<file path="src/sv/gww_pkg.sv">
// Shared types, sizes and helpers for the greedy word wrap block.
// Used by gww_ctrl, gww_dp, gww_outq and greedy_word_wrap; depends on nothing.
package gww_pkg;

    // Line buffer geometry
    localparam int DEPTH = 64;                  // bytes held for one line
    localparam int AW    = $clog2(DEPTH);       // buffer address / fill width
    localparam int LW    = $clog2(DEPTH + 1);   // segment length width (up to DEPTH)

    // Field widths
    localparam int CHAR_W    = 8;
    localparam int LEN_W     = 6;
    localparam int CFG_IDX_W = 1;
    localparam int CFG_W     = 8;

    // Register indexes on the configuration port
    localparam logic [CFG_IDX_W-1:0] CFG_LINE_LENGTH  = 1'd0;
    localparam logic [CFG_IDX_W-1:0] CFG_NEWLINE_CODE = 1'd1;

    // Reset values and fixed codes
    localparam logic [LEN_W-1:0]  LINE_LEN_RST = 6'd63;
    localparam logic [CHAR_W-1:0] NL_RST       = 8'd10;
    localparam logic [CHAR_W-1:0] SPACE_CODE   = 8'h20;

    // Limits in segment-length width
    localparam logic [LW-1:0] LIM_MAX = LW'(DEPTH - 1);
    localparam logic [LW-1:0] LIM_MIN = LW'(1);
    localparam logic [LW:0]   DEPTH_X = (LW + 1)'(DEPTH);

    // Controller -> datapath / queue commands
    typedef struct packed {
        logic accept;     // take the input request
        logic rd;         // read one buffered byte
        logic xmit;       // send the held break / pass-through byte
        logic load_b;     // switch read pointer to the trailing flush
        logic run_end;    // flag for the byte sent this cycle
        logic text_end;
    } t_cmd;

    // Datapath -> controller status
    typedef struct packed {
        logic plan_any;   // accepted byte produces output
        logic plan_a;     // leading buffer segment is not empty
        logic plan_x;     // a single byte follows the leading segment
        logic cnt_one;    // current segment has one byte left
        logic b_nz;       // trailing flush is not empty
        logic last;       // held request was the final byte of the text
    } t_sts;

    // Request into the output queue (one per send)
    typedef struct packed {
        logic              vld;
        logic              is_mem;
        logic [CHAR_W-1:0] x;
        logic              run_end;
        logic              text_end;
    } t_iss;

    // Circular buffer address: base + off, wrapped at DEPTH (sum stays below 2*DEPTH)
    function automatic logic [AW-1:0] gww_wrap(input logic [AW-1:0] base,
                                               input logic [LW-1:0] off);
        logic [LW:0] sum;
        sum = (LW + 1)'(base) + (LW + 1)'(off);
        if (sum >= DEPTH_X) begin
            sum = sum - DEPTH_X;
        end
        return sum[AW-1:0];
    endfunction

endpackage

</file>
<file path="src/sv/gww_ctrl.sv">
// Sequencer for the greedy word wrap block: accepts a byte, then walks the
// leading flush, break or pass-through byte and trailing flush. Depends on gww_pkg.
module gww_ctrl
    import gww_pkg::*;
(
    input  logic i_clk,
    input  logic i_rst_n,
    input  logic i_in_valid,
    output logic o_in_stall,
    input  t_sts i_sts,
    input  logic i_room,
    output t_cmd o_cmd
);

    typedef enum logic [1:0] {
        S_IDLE,
        S_A,
        S_X,
        S_B
    } t_state;

    t_state r_state;
    t_state n_state;

    // Next state and commands
    always_comb begin
        o_cmd   = '0;
        n_state = r_state;
        case (r_state)
            S_IDLE: begin
                if (i_in_valid) begin
                    o_cmd.accept = 1'b1;
                    if (i_sts.plan_a) begin
                        n_state = S_A;
                    end else if (i_sts.plan_x) begin
                        n_state = S_X;
                    end else if (i_sts.plan_any) begin
                        n_state = S_B;
                    end
                end
            end
            S_A: begin
                if (i_room) begin
                    o_cmd.rd = 1'b1;
                    if (i_sts.cnt_one) begin
                        n_state = S_X;
                    end
                end
            end
            S_X: begin
                if (i_room) begin
                    o_cmd.xmit     = 1'b1;
                    o_cmd.run_end  = !i_sts.b_nz;
                    o_cmd.text_end = i_sts.last && !i_sts.b_nz;
                    if (i_sts.b_nz) begin
                        o_cmd.load_b = 1'b1;
                        n_state      = S_B;
                    end else begin
                        n_state = S_IDLE;
                    end
                end
            end
            S_B: begin
                // trailing flush only happens on the final byte
                if (i_room) begin
                    o_cmd.rd       = 1'b1;
                    o_cmd.run_end  = i_sts.cnt_one;
                    o_cmd.text_end = i_sts.cnt_one;
                    if (i_sts.cnt_one) begin
                        n_state = S_IDLE;
                    end
                end
            end
            default: begin
                n_state = S_IDLE;
            end
        endcase
    end

    always_comb o_in_stall = (r_state != S_IDLE);

    // State register
    always_ff @(posedge i_clk) begin
        if (!i_rst_n) begin
            r_state <= S_IDLE;
        end else begin
            r_state <= n_state;
        end
    end

endmodule

</file>
<file path="src/sv/gww_dp.sv">
// Datapath of the greedy word wrap block: configuration registers, line
// state, circular line buffer and read pointer. Depends on gww_pkg.
module gww_dp
    import gww_pkg::*;
(
    input  logic                 i_clk,
    input  logic                 i_rst_n,
    input  logic                 i_cfg_we,
    input  logic [CFG_IDX_W-1:0] i_cfg_idx,
    input  logic [CFG_W-1:0]     i_cfg_data,
    input  logic [CHAR_W-1:0]    i_in_char,
    input  logic                 i_text_last,
    input  t_cmd                 i_cmd,
    output t_sts                 o_sts,
    output logic [CHAR_W-1:0]    o_x_char,
    output logic [CHAR_W-1:0]    o_rd_data
);

    // Configuration
    logic [LEN_W-1:0]  r_line_len;
    logic [CHAR_W-1:0] r_nl;

    // Line state
    logic [AW-1:0] r_head;
    logic [AW-1:0] r_fill;
    logic [AW-1:0] r_spos;
    logic          r_seen;
    logic          r_overlong;

    // Held request plan
    logic [CHAR_W-1:0] r_x;
    logic              r_last;
    logic [AW-1:0]     r_b_start;
    logic [LW-1:0]     r_b_len;
    logic [AW-1:0]     r_rd_ptr;
    logic [LW-1:0]     r_rd_cnt;

    // Line buffer
    logic [CHAR_W-1:0] r_mem [DEPTH];
    logic [CHAR_W-1:0] r_rd_data;

    // Decode of the incoming byte
    logic              c_is_sp;
    logic              c_is_nl;
    logic              brk;
    logic [LW-1:0]     fill_x;
    logic [LW-1:0]     spos_x;
    logic [LW-1:0]     lim_raw;
    logic [LW-1:0]     lim;
    logic              in_lim;
    logic              can_split;
    logic              cs_fill;
    logic              cs_nlf;
    logic              cs_brk;
    logic              cs_split;
    logic              cs_long;
    logic              x_has;
    logic [CHAR_W-1:0] x_char;
    logic [LW-1:0]     a_len;
    logic [LW-1:0]     b_len;
    logic [LW-1:0]     keep;
    logic [AW-1:0]     new_head;
    logic [AW-1:0]     wr_addr;
    logic              wr_en;

    always_comb begin
        c_is_sp = (i_in_char == SPACE_CODE);
        c_is_nl = (i_in_char == r_nl);
        brk     = c_is_sp || c_is_nl;
        fill_x  = LW'(r_fill);
        spos_x  = LW'(r_spos);

        // effective limit, clamped to 1..DEPTH-1
        lim_raw = LW'(r_line_len);
        if (r_line_len == '0) begin
            lim = LIM_MIN;
        end else if (lim_raw > LIM_MAX) begin
            lim = LIM_MAX;
        end else begin
            lim = lim_raw;
        end
        in_lim    = (fill_x < lim);
        can_split = r_seen && (spos_x < fill_x);

        cs_fill  = !r_overlong && in_lim && !c_is_nl;
        cs_nlf   = !r_overlong && in_lim && c_is_nl;
        cs_brk   = !r_overlong && !in_lim && brk;
        cs_split = !r_overlong && !in_lim && !brk && can_split;
        cs_long  = !r_overlong && !in_lim && !brk && !can_split;

        // single byte after the leading segment: break code or the byte itself
        x_has  = !cs_fill;
        x_char = ((r_overlong || cs_long) && !brk) ? i_in_char : r_nl;

        if (cs_nlf || cs_brk || cs_long) begin
            a_len = fill_x;
        end else if (cs_split) begin
            a_len = spos_x;
        end else begin
            a_len = '0;
        end

        // after a split the tail plus the new byte stay buffered
        keep = fill_x - spos_x;
        if (!i_text_last) begin
            b_len = '0;
        end else if (cs_fill) begin
            b_len = fill_x + LW'(1);
        end else if (cs_split) begin
            b_len = keep;
        end else begin
            b_len = '0;
        end

        new_head = cs_split ? gww_wrap(r_head, spos_x + LW'(1)) : r_head;
        // the new byte lands just past the current line in both buffering cases
        wr_addr  = gww_wrap(r_head, fill_x);
        wr_en    = i_cmd.accept && (cs_fill || cs_split);
    end

    // Status
    always_comb begin
        o_sts.plan_any = x_has || (b_len != '0);
        o_sts.plan_a   = (a_len != '0);
        o_sts.plan_x   = x_has;
        o_sts.cnt_one  = (r_rd_cnt == LW'(1));
        o_sts.b_nz     = (r_b_len != '0);
        o_sts.last     = r_last;
    end

    assign o_x_char  = r_x;
    assign o_rd_data = r_rd_data;

    // Control and line state
    always_ff @(posedge i_clk) begin
        if (!i_rst_n) begin
            r_line_len <= LINE_LEN_RST;
            r_nl       <= NL_RST;
            r_head     <= '0;
            r_fill     <= '0;
            r_spos     <= '0;
            r_seen     <= 1'b0;
            r_overlong <= 1'b0;
            r_last     <= 1'b0;
            r_b_len    <= '0;
            r_rd_cnt   <= '0;
        end else begin
            if (i_cfg_we) begin
                if (i_cfg_idx == CFG_LINE_LENGTH) begin
                    r_line_len <= i_cfg_data[LEN_W-1:0];
                end else if (i_cfg_idx == CFG_NEWLINE_CODE) begin
                    r_nl <= i_cfg_data;
                end
            end

            if (i_cmd.accept) begin
                r_head  <= new_head;
                r_last  <= i_text_last;
                r_b_len <= b_len;
                r_rd_cnt <= x_has ? a_len : b_len;
                if (i_text_last) begin
                    // final byte: everything flushes
                    r_fill     <= '0;
                    r_spos     <= '0;
                    r_seen     <= 1'b0;
                    r_overlong <= 1'b0;
                end else begin
                    if (cs_fill) begin
                        r_fill <= r_fill + AW'(1);
                        if (c_is_sp) begin
                            r_spos <= r_fill;
                            r_seen <= 1'b1;
                        end
                    end else if (cs_split) begin
                        r_fill <= AW'(keep);
                        r_spos <= '0;
                        r_seen <= 1'b0;
                    end else if (cs_nlf || cs_brk || cs_long) begin
                        r_fill <= '0;
                        r_spos <= '0;
                        r_seen <= 1'b0;
                    end
                    r_overlong <= r_overlong ? !brk : cs_long;
                end
            end else if (i_cmd.load_b) begin
                r_rd_cnt <= r_b_len;
            end else if (i_cmd.rd) begin
                r_rd_cnt <= r_rd_cnt - LW'(1);
            end
        end
    end

    // Held request payload and read pointer
    always_ff @(posedge i_clk) begin
        if (i_cmd.accept) begin
            r_x       <= x_char;
            r_b_start <= new_head;
            r_rd_ptr  <= r_head;
        end else if (i_cmd.load_b) begin
            r_rd_ptr <= r_b_start;
        end else if (i_cmd.rd) begin
            r_rd_ptr <= gww_wrap(r_rd_ptr, LW'(1));
        end
    end

    // Line buffer: one write, one registered read
    always_ff @(posedge i_clk) begin
        if (wr_en) begin
            r_mem[wr_addr] <= i_in_char;
        end
        if (i_cmd.rd) begin
            r_rd_data <= r_mem[r_rd_ptr];
        end
    end

endmodule

</file>
<file path="src/sv/gww_outq.sv">
// Output side of the greedy word wrap block: one issue stage that joins
// buffer reads with direct bytes, then a two-entry queue. Depends on gww_pkg.
module gww_outq
    import gww_pkg::*;
(
    input  logic              i_clk,
    input  logic              i_rst_n,
    input  t_iss              i_iss,
    input  logic [CHAR_W-1:0] i_rd_data,
    input  logic              i_out_stall,
    output logic              o_out_valid,
    output logic [CHAR_W-1:0] o_out_char,
    output logic              o_run_end,
    output logic              o_text_end,
    output logic              o_room
);

    // Issue stage (buffer read data arrives in the cycle after the read)
    logic              r_p_vld;
    logic              r_p_is_mem;
    logic [CHAR_W-1:0] r_p_x;
    logic              r_p_run_end;
    logic              r_p_text_end;

    // Queue
    logic [CHAR_W-1:0] r_q_char [2];
    logic              r_q_run  [2];
    logic              r_q_txt  [2];
    logic              r_wp;
    logic              r_rp;
    logic [1:0]        r_cnt;

    logic              push;
    logic              pop;
    logic [CHAR_W-1:0] push_char;
    logic [1:0]        occ;

    always_comb begin
        push      = r_p_vld;
        pop       = (r_cnt != 2'd0) && !i_out_stall;
        push_char = r_p_is_mem ? i_rd_data : r_p_x;
        // entries held plus one in flight, less what leaves this cycle
        occ       = r_cnt + 2'(r_p_vld);
        o_room    = ((occ - 2'(pop)) < 2'd2);
    end

    assign o_out_valid = (r_cnt != 2'd0);
    assign o_out_char  = r_q_char[r_rp];
    assign o_run_end   = r_q_run[r_rp];
    assign o_text_end  = r_q_txt[r_rp];

    // Control
    always_ff @(posedge i_clk) begin
        if (!i_rst_n) begin
            r_p_vld <= 1'b0;
            r_wp    <= 1'b0;
            r_rp    <= 1'b0;
            r_cnt   <= 2'd0;
        end else begin
            r_p_vld <= i_iss.vld;
            if (push) begin
                r_wp <= !r_wp;
            end
            if (pop) begin
                r_rp <= !r_rp;
            end
            r_cnt <= r_cnt + 2'(push) - 2'(pop);
        end
    end

    // Payload
    always_ff @(posedge i_clk) begin
        r_p_is_mem   <= i_iss.is_mem;
        r_p_x        <= i_iss.x;
        r_p_run_end  <= i_iss.run_end;
        r_p_text_end <= i_iss.text_end;
        if (push) begin
            r_q_char[r_wp] <= push_char;
            r_q_run[r_wp]  <= r_p_run_end;
            r_q_txt[r_wp]  <= r_p_text_end;
        end
    end

endmodule

</file>
<file path="src/sv/greedy_word_wrap.sv">
// Top level of the greedy word wrap block: joins controller, datapath and
// output queue. Depends on gww_pkg, gww_ctrl, gww_dp and gww_outq.
//
//   channel  direction  handshake                 payload
//   input    in         i_in_valid / o_in_stall   i_in_char, i_text_last
//   output   out        o_out_valid / i_out_stall o_out_char, o_run_end, o_text_end
//   config   in         i_cfg_we (no wait)        i_cfg_idx, i_cfg_data
//
// The line buffer has one read port, so a flush moves one byte per cycle while
// the output queue has room. Each result is registered in the issue stage, then
// in the queue, before it reaches o_out_*. Synchronous active-low reset; the
// line buffer is not cleared. Output stalls hold the sequencer through a
// two-entry queue; new input is taken again once the last result of a request
// has been sent to the queue.
module greedy_word_wrap
    import gww_pkg::*;
(
    input  logic                 i_clk,
    input  logic                 i_rst_n,
    input  logic                 i_in_valid,
    output logic                 o_in_stall,
    input  logic [CHAR_W-1:0]    i_in_char,
    input  logic                 i_text_last,
    output logic                 o_out_valid,
    input  logic                 i_out_stall,
    output logic [CHAR_W-1:0]    o_out_char,
    output logic                 o_run_end,
    output logic                 o_text_end,
    input  logic                 i_cfg_we,
    input  logic [CFG_IDX_W-1:0] i_cfg_idx,
    input  logic [CFG_W-1:0]     i_cfg_data
);

    t_cmd              cmd;
    t_sts              sts;
    t_iss              iss;
    logic              room;
    logic [CHAR_W-1:0] x_char;
    logic [CHAR_W-1:0] rd_data;

    gww_ctrl u_ctrl (
        .i_clk      (i_clk),
        .i_rst_n    (i_rst_n),
        .i_in_valid (i_in_valid),
        .o_in_stall (o_in_stall),
        .i_sts      (sts),
        .i_room     (room),
        .o_cmd      (cmd)
    );

    gww_dp u_dp (
        .i_clk       (i_clk),
        .i_rst_n     (i_rst_n),
        .i_cfg_we    (i_cfg_we),
        .i_cfg_idx   (i_cfg_idx),
        .i_cfg_data  (i_cfg_data),
        .i_in_char   (i_in_char),
        .i_text_last (i_text_last),
        .i_cmd       (cmd),
        .o_sts       (sts),
        .o_x_char    (x_char),
        .o_rd_data   (rd_data)
    );

    // Send request into the output queue
    always_comb begin
        iss.vld      = cmd.rd || cmd.xmit;
        iss.is_mem   = cmd.rd;
        iss.x        = x_char;
        iss.run_end  = cmd.run_end;
        iss.text_end = cmd.text_end;
    end

    gww_outq u_outq (
        .i_clk       (i_clk),
        .i_rst_n     (i_rst_n),
        .i_iss       (iss),
        .i_rd_data   (rd_data),
        .i_out_stall (i_out_stall),
        .o_out_valid (o_out_valid),
        .o_out_char  (o_out_char),
        .o_run_end   (o_run_end),
        .o_text_end  (o_text_end),
        .o_room      (room)
    );

endmodule
</file>
<file path="config.mk">
export PLATFORM = sky130hd
export DESIGN_NAME = greedy_word_wrap
export DESIGN_NICKNAME = d
export VERILOG_FILES = /design/src/sv/gww_pkg.sv /design/src/sv/gww_ctrl.sv /design/src/sv/gww_dp.sv /design/src/sv/gww_outq.sv /design/src/sv/greedy_word_wrap.sv
export SDC_FILE = /design/constraint.sdc
export NUM_CORES = 1
export LEC_CHECK = 0
export ABC_AREA = 1
export BUFFER_PORTS_ARGS = -buffer_cell sky130_fd_sc_hd__buf_4
export CORE_UTILIZATION = 35
export DETAILED_ROUTE_END_ITERATION = 10
export HOLD_SLACK_MARGIN = 0.1
export SYNTH_ARGS = -nofsm -noshare
export SYNTH_HDL_FRONTEND = slang
export SYNTH_SLANG_ARGS = --single-unit
</file>
<file path="constraint.sdc">
create_clock -name i_clk -period 2.6 [get_ports i_clk]
set_input_delay 0.13 -clock i_clk [delete_from_list [all_inputs] [get_ports i_clk]]
set_output_delay 0.13 -clock i_clk [all_outputs]
set_load 0.03 [all_outputs]
</file>
==> results of run 1 <==
==> metrics by stage <==
| step | setup WS [ns] | TNS, ns |
|---|---|---|
| 2_1_floorplan | -0.152 | -67.91 |
| 3_3_place_gp | -0.0686 | -13.36 |
| 3_5_place_dp | -0.104 | -25.68 |
| 4_1_cts | 0.000656 | 0 |
| 5_1_grt | -0.174 | -58.36 |
| 6_report | -0.0466 | -3.92 |
==> path summary, 6_finish.rpt <==
check	end	slack, ns	cells past startpoint
worst min-delay path	u_dp.r_overlong	0.19	5
worst min register to register	u_outq.r_p_x[7]	0.34	0
worst max register to register	u_dp.r_mem[4][2]	-0.05	18
worst max-delay path	u_dp.r_mem[4][2]	-0.05	18
==> critical path, cell delays in order, from the launching register on <==
cell,delay (ns)
dfxtp_4,0.36
buf_6,0.12
ha_4,0.29
nand3_2,0.07
nand2_2,0.08
nand3_2,0.07
nand2_2,0.08
nand3_4,0.08
inv_4,0.07
nand3_4,0.08
nand2_4,0.07
inv_4,0.04
nor2_4,0.09
inv_4,0.07
nor2_8,0.14
buf_12,0.15
nand2_8,0.16
nor2_1,0.14
buf_4,0.18
==> cells by family (layout without fill, tap and decap cells) <==
group / after synthesis / count (layout) / share of synthesized area
adders and majority gates: 30 / 30 / 0.0152
AOI/OAI and AO/OA: 542 / 542 / 0.120
buffers and inverters: 215 / 510 / 0.0319
xor gates and xnor gates: 34 / 34 / 0.0113
DFF: 628 / 628 / 0.692
muxes: 18 / 18 / 0.00772
and+or+nand+nor: 734 / 734 / 0.122
==> layout make-up <==
class                           instances  share of cell area
Clock inverter                         45              0.0120
Inverter                               90              0.0111
Tap cell                              969              0.0373
Multi-Input combinational cell       1358               0.240
Clock buffer                           82              0.0559
Sequential cell                       628               0.559
Timing Repair Buffer                  293              0.0843
==> synthesized netlist by cell type, types with 3 or more instances <==
| cell | count | share of area |
|---|---|---|
| o221ai_1 | 53 | 0.018 |
| nor2_4 | 3 | 0.0013 |
| nor2_8 | 3 | 0.0023 |
| edfxtp_1 | 560 | 0.64 |
| ha_1 | 27 | 0.013 |
| mux2_2 | 18 | 0.0077 |
| nand4_1 | 31 | 0.0074 |
| inv_1 | 77 | 0.011 |
| o21bai_1 | 3 | 0.00086 |
| o22ai_1 | 76 | 0.018 |
| nand2_4 | 11 | 0.0047 |
| clkbuf_1 | 109 | 0.016 |
| xnor2_1 | 16 | 0.0053 |
| xor2_1 | 18 | 0.0060 |
| o211ai_1 | 24 | 0.0069 |
| nor2_1 | 383 | 0.055 |
| o21ai_1 | 11 | 0.0021 |
| inv_4 | 3 | 0.00071 |
| nand2_2 | 6 | 0.0014 |
| clkinv_1 | 3 | 0.00043 |
| nand3_4 | 4 | 0.0027 |
| fa_1 | 3 | 0.0023 |
| nand2_1 | 219 | 0.031 |
| buf_2 | 9 | 0.0017 |
| nor2_2 | 4 | 0.00095 |
| nor3_1 | 6 | 0.0011 |
| buf_1 | 4 | 0.00057 |
| dfxtp_1 | 68 | 0.052 |
| nand3_2 | 3 | 0.0011 |
| nand3_1 | 52 | 0.0099 |
| a21oi_1 | 56 | 0.011 |
| inv_2 | 7 | 0.0010 |
| o21ai_0 | 294 | 0.056 |
| a31oi_1 | 11 | 0.0026 |
| a32o_1 | 6 | 0.0023 |
==> per-layer routing <==
metal / vias to the layer above / wire length (um)
li1: 8497 / -
met4: 0 / 2720
met3: 154 / 5900
met2: 834 / 36900
met5: - / 0
met1: 9183 / 30800
==> flip-flops by register name, summed over array words and instances (netlist names), 6 cells and up, named ones only <==
| name | flops |
|---|---|
| u_dp.r_nl | 8 |
| u_dp.r_fill | 6 |
| u_dp.r_rd_cnt | 7 |
| u_dp.r_b_start | 6 |
| u_dp.o_x_char | 8 |
| u_dp.r_rd_ptr | 6 |
| u_outq.r_q_char | 16 |
| u_outq.r_p_x | 8 |
| u_dp.r_mem | 512 |
| u_dp.r_line_len | 6 |
| u_dp.r_spos | 6 |
| u_dp.o_rd_data | 8 |
| u_dp.r_head | 6 |
| u_dp.r_b_len | 7 |
==> timing repair <==
| item | in CTS | in global routing |
|---|---|---|
| endpoints found under the hold margin | 63 | 0 |
| endpoints found under the setup margin | 473 | 523 |
| hold buffers | 36 | 0 |
| resized for setup | 55 | 145 |
| pin swaps | 10 | 18 |
| setup buffers | 10 | 6 |
==> where the power goes <==
group | switching (mW) | internal, mW
Sequential | 0.338 | 11.7
Clock | 4.12 | 5.46
Combinational | 7.56 | 3.66
==> reports/qor_table.md, run 1 <==
| Parameter | Value |
|:---|:---|
| Outcome | finished, violations left |
| Violated checks | negative setup slack |
| Total half-perimeter wirelength after legalization and detailed placement | 49500 um |
| Worst hold path startpoint | i_in_valid |
| Routing usage on met2 | 0.334 |
| Top Usage Layer GRT | met2 |
| Proportion of register bits with asynchronous set or reset after synthesis | 0 |
| Setup slack after layout | -0.0466 ns |
| Final routed DRC violation total | 0 |
| Area of combinational cells with multiple inputs | 7820 sq um |
| Number of fill cells | 6750 |
| Boundary Pins | 35 |
| Clock Path Buffers | 3 |
| Leakage | 11.2 nW |
| IO Port Bufs | 34 |
| Final net count | 2494 |
| Transition at the pin with the smallest max-transition slack | 0.919 ns |
| Critical path endpoint category | flip-flop |
| Most common library cell in the layout ignoring fill and taps | edfxtp_1 |
| Number of cells in the finished layout apart from fillers | 3465 |
| Routability congestion estimate from global placement | 0.922 |
| Tightest hold margin | 0.186 ns |
| Sinks on the clock net | 628 |
| Layout Utilization | 0.438 |
| RSZ-0062 raised after global routing | yes |
| Global Route met1 Usage | 0.258 |
| Number of synthesis warnings | 0 |
| Number of H-tree levels | 3 |
| Area of the mapped netlist | 26300 sq um |
| Design area | 32500 sq um |
| #FFs+latches synth | 628 |
| Violation count after the first detailed-route iteration | 2161 |
| GRT Total Usage | 0.200 |
| Power per unit of standard cell area | 1010 nW/um^2 |
| Total Power | 32.9 mW |
| Sum of routed wire length over all layers | 76400 um |
| Worst setup path startpoint | u_dp.r_fill[2] |
| Final-report hold violation count | 0 |
| Startpoint of the worst register-to-register path | u_dp.r_fill[2] |
| Initial antenna violation count | 0 |
| Area of placed instances | 29000 sq um |
| Final min period | 2.65 ns |
| Clock latency on the worst-skew pair | 0.61 ns |
| Post-Syn Nets | 2254 |
| Worst EP arrival | 2.96 ns |
| Commonest cells after routing, fill and taps aside | edfxtp_1, nor2_1, o21ai_0 |
| TritonRoute pass-1 iters | 6 |
| Clock-pin slew of the registers on the worst-case setup and hold paths | 0.06 ns |
| CTS tree | built |
| Synth Area per Inst | 11.9 sq um |
| Number of different library cells in the post-synthesis netlist | 50 |
| Crit Path Class | reg -> reg |
| Clock Root Buffer | clkbuf_16 |
| Global route total overflow | 0 |
| Area of the core | 74300 sq um |
| Post-synthesis instance total | 2201 |
| Chip height | 276 um |
| Total number of placement rows | 100 |
| Starting utilization of the core area | 0.353 |
| Path type of the worst min-delay path | in -> reg |
| Global-route wire length before repair | 113000 um |
| Maximum Capacitance Violations | 0 |
| Vias per std cell | 5.39 |
| Worst EP required | 2.92 ns |
| Pin count of the biggest net entering global routing | 92 |
| Slew margin rel. | 0.385 |
| Die Area | 76100 sq um |
| Final routed wire length divided by cell count | 22.0 um |
| Sequential cell area in the final layout | 18200 sq um |
| Worst Setup Start Kind | flip-flop |
| Worst clock skew | 0.0274 ns |
| Max-slew violations | 0 |
| Horizontal extent of the die | 276 um |
| Timing-limited maximum frequency | 0.378 GHz |
| Final number of setup-violating endpoints | 247 |
| Proportion of layout cells with a drive suffix above 1 | 0.209 |
| Area added between synthesis and finish | 23.9% |
| Highest ir drop seen on vdd | 0.566 mV |
| Top_reg_cell synth | edfxtp_1 |
| Number of CTS-inserted buffers | 70 |
| Sequential element share of the synthesized area | 0.692 |
| Share of the clock period used by the worst path after layout | 1.02 |
| Overall via count from detail_route | 18700 |
| Antenna diode count | 0 |
| Number of enable-type register cells in the synthesized netlist | 560 |
| CP max FO | 8 |
| Post-placement cell count | 3287 |
| Global Route met3 Usage | 0.0350 |
| Post-detailed-route count of antenna-violating nets | 0 |
| Via count of the first global-routing pass | 18500 |
Power figures use the tool's default switching activity.
==> inputs of run 2 (changes only) <==
==> constraint.sdc (replaced) <==
create_clock -name i_clk -period 2.6 [get_ports i_clk]
set_input_delay 0.26 -clock i_clk [delete_from_list [all_inputs] [get_ports i_clk]]
set_output_delay 0.26 -clock i_clk [all_outputs]
set_load 0.03 [all_outputs]
==> run 2 against run 1 <==
Effect of this change:
- the run still ends with negative setup slack left
- sequential cell count unchanged
- clock skew down 0.0088 ns
- clock power is 5.8% lower
- via count shrank 0.63%
- routed wire length decreased by 0.78%
- register-to-register slack better by 0.02 ns
- maximum frequency increased by 0.68%
- global-route usage shrank 0.17 points
- power fell by 2.4%
- critical path depth unchanged
- first-iteration DRC count fell by 0.42%
- die area is the same
==> reports/qor_table.md, run 2 (synthesized netlist as in run 1, its figures left out) <==
| Parameter | Value | vs previous |
|:---|:---|:---|
| Violation count after the first detailed-route iteration | 2152 | -0.42% |
| Power per unit of standard cell area | 995 nW/um^2 | -1.5% |
| Vias per std cell | 5.39 | about the same |
| IO Port Bufs | 34 | unchanged |
| Path type of the worst min-delay path | in -> reg |  |
| Final min period | 2.63 ns | -0.0179 ns |
| CTS tree | built |  |
| Antenna diode count | 0 | unchanged |
| Crit Path Class | reg -> reg |  |
| RSZ-0062 raised after global routing | yes |  |
| Final number of setup-violating endpoints | 138 | -44% |
| Via count of the first global-routing pass | 18300 | -1.0% |
| Final-report hold violation count | 0 | unchanged |
| Setup slack after layout | -0.0287 ns | +0.0179 ns |
| Initial antenna violation count | 2 | +2 |
| Highest ir drop seen on vdd | 0.805 mV | +42% |
| Most flop-heavy register | u_dp.r_mem |  |
| Die Area | 76100 sq um | unchanged |
| Pin count of the biggest net entering global routing | 101 | +9.8% |
| Proportion of layout cells with a drive suffix above 1 | 0.209 | about the same |
| Global-route wire length before repair | 112000 um | -0.91% |
| CP max FO | 8 | unchanged |
| Clock latency on the worst-skew pair | 0.61 ns | about the same |
| Total half-perimeter wirelength after legalization and detailed placement | 49500 um | about the same |
| Clock Path Buffers | 3 | unchanged |
| Final net count | 2474 | -0.80% |
| Clock-pin slew of the registers on the worst-case setup and hold paths | 0.06 ns | about the same |
| WP depth | 18 | unchanged |
| End of the critical path | u_dp.r_mem[9][4] |  |
| Worst Setup Start Kind | flip-flop |  |
| Cells along the critical path | buf_6 -> ha_4 -> buf_4 -> nand2_1 -> nor2_1 -> nand3_1 -> nand3_4 -> inv_4 -> nand3_4 -> nand2_4 -> inv_4 -> nor2_4 -> inv_4 -> nor2_8 -> nand3_4 -> buf_12 -> nor2_4 -> buf_6 |  |
| Largest registers | u_dp.r_mem: 512 flops, u_outq.r_q_char: 16 flops |  |
| Total Negative Setup Slacks | -1.54 ns | +2.38 ns |
| Reg-to-reg slack, setup | -0.03 ns | +0.02 ns |
| Share of the clock period used by the worst path after layout | 1.01 | -0.00687 |
| Design area | 32300 sq um | -0.87% |
| Area added between synthesis and finish | 22.8% |  |
| Timing-limited maximum frequency | 0.380 GHz | +0.68% |
| Chip height | 276 um | unchanged |
| Length of routed wiring on met1 | 31100 um | +0.98% |
| Combined buffer and inverter count along the critical path | 7 | +1 |
| Maximum Capacitance Violations | 0 | unchanged |
| Total Power | 32.1 mW | -2.4% |
| Routability congestion estimate from global placement | 0.929 | +0.77% |
| Pre-CTS worst setup slack | -0.120 ns | -0.0165 ns |
| Worst EP required | 2.91 ns | about the same |
| Starting utilization of the core area | 0.353 | unchanged |
| Global route total overflow | 0 | unchanged |
| Outcome | finished, violations left |  |
| Number of CTS-inserted buffers | 67 | -4.3% |
| Commonest cells after routing, fill and taps aside | edfxtp_1, nor2_1, o21ai_0 |  |
| Total number of placement rows | 100 | unchanged |
| Max stage delay cell, worst path | dfxtp_2 |  |
| Detail Route met3 WL | 5650 um | -4.1% |
| Largest register FFs | 512 | unchanged |
| Slew margin rel. | 0.349 | -0.0358 |
| Boundary Pins | 35 | unchanged |
| Worst clock skew | 0.0187 ns | -0.00875 ns |
| Worst EP arrival | 2.94 ns | -0.02 ns |
| Critical path endpoint category | flip-flop |  |
| TritonRoute pass-1 iters | 7 | +1 |
| Leakage | 11.1 nW | -1.2% |
| Overall via count from detail_route | 18600 | -0.63% |
| Delay contributed by the slowest stage of the critical path | 0.33 ns | -0.03 ns |
| Layout Utilization | 0.434 | -0.00382 |
| Sum of routed wire length over all layers | 75800 um | -0.78% |
| Horizontal extent of the die | 276 um | unchanged |
| Sinks on the clock net | 628 | unchanged |
| Met2 wire length | 36400 um | -1.5% |
| Transition at the pin with the smallest max-transition slack | 0.973 ns | +0.0534 ns |
| GRT Total Usage | 0.198 | -0.00175 |
| Area of placed instances | 28900 sq um | -0.33% |
| Terminus of the critical flop-to-flop path | u_dp.r_mem[9][4] |  |
| Most common library cell in the layout ignoring fill and taps | edfxtp_1 |  |
| Violated checks | negative setup slack |  |
| Startpoint of the worst register-to-register path | u_dp.r_fill[2] |  |
| Max-slew violations | 0 | unchanged |
| Top layer reached by signal wires | met4 |  |
| Clock Root Buffer | clkbuf_16 |  |
| Area of the core | 74300 sq um | unchanged |
| Number of H-tree levels | 3 | unchanged |
| Post-detailed-route count of antenna-violating nets | 0 | unchanged |
| Worst setup path startpoint | u_dp.r_fill[2] |  |
| Final routed wire length divided by cell count | 22.0 um | about the same |
| Final routed DRC violation total | 0 | unchanged |
| Kind of cell adding the most delay to the critical path | simple AND/OR/NAND/NOR gates |  |
| Depth of the worst register-to-register path | 18 | unchanged |
run 2: cell types whose count changed in the layout (fill, tap and decap cells not counted), sizes merged:
cell and change:
bufinv -2, clkinvlp -1, clkbuf -1, dlygate4sd3 -12, buf -6, inv -2
run 2: worst min-delay path by stage:
stage,from,end,slack (ns),cells past startpoint
2_1_floorplan,u_dp.o_x_char[0],u_outq.r_p_x[0],0.32,0
3_3_place_gp,u_dp.o_x_char[6],u_outq.r_p_x[6],0.33,0
3_5_place_dp,u_dp.o_x_char[2],u_outq.r_p_x[2],0.33,0
4_1_cts,i_cfg_idx,u_dp.r_line_len[3],0.10,4
5_1_grt,i_in_char[2],u_dp.o_x_char[2],0.13,3
6_report,i_in_char[2],u_dp.o_x_char[2],0.12,3
run 2: worst reg2reg max path, cell delays in order, from the launching register on:
cell and delay [ns]:
dfxtp_2 0.33, buf_6 0.12, ha_4 0.22, buf_4 0.14, nand2_1 0.05, nor2_1 0.05, nand3_1 0.12, nand3_4 0.10
inv_4 0.07, nand3_4 0.08, nand2_4 0.09, inv_4 0.04, nor2_4 0.09, inv_4 0.07, nor2_8 0.23, nand3_4 0.11
buf_12 0.19, nor2_4 0.10, buf_6 0.14
run 2: repair_timing:
action | in CTS | in global routing
hold endpoints to repair | 39 | 0
hold buffers | 24 | 0
setup buffers | 7 | 10
pin swaps | 18 | 18
setup endpoints to repair | 511 | 538
resized for setup | 70 | 147
run 2: power breakdown:
group / switching (mW) / internal, mW
clock: 3.99 / 5.03
combinational: 7.49 / 3.51
sequential: 0.332 / 11.7
run 2: per-layer routing:
layer	up-vias	global-route usage
met5	-	0
met4	0	0.0753
met3	133	0.0267
met2	899	0.329
met1	9050	0.265
li1	8469	-
run 2: through the flow:
step	hold slack [ns]	cells
6_report	0.119	3441
3_5_place_dp	0.329	3281
4_1_cts	0.102	3432
5_1_grt	0.133	3441
3_3_place_gp	0.331	3281
2_1_floorplan	0.323	2201
run 2: area by class of cell:
cell class	instances	area [sq um]
Fill cell	6737	42100
Sequential cell	628	18200
Multi-Input combinational cell	1358	7860
Timing Repair Buffer	276	2550
Clock buffer	80	1740
Tap cell	969	1210
Inverter	90	364
Clock inverter	40	333
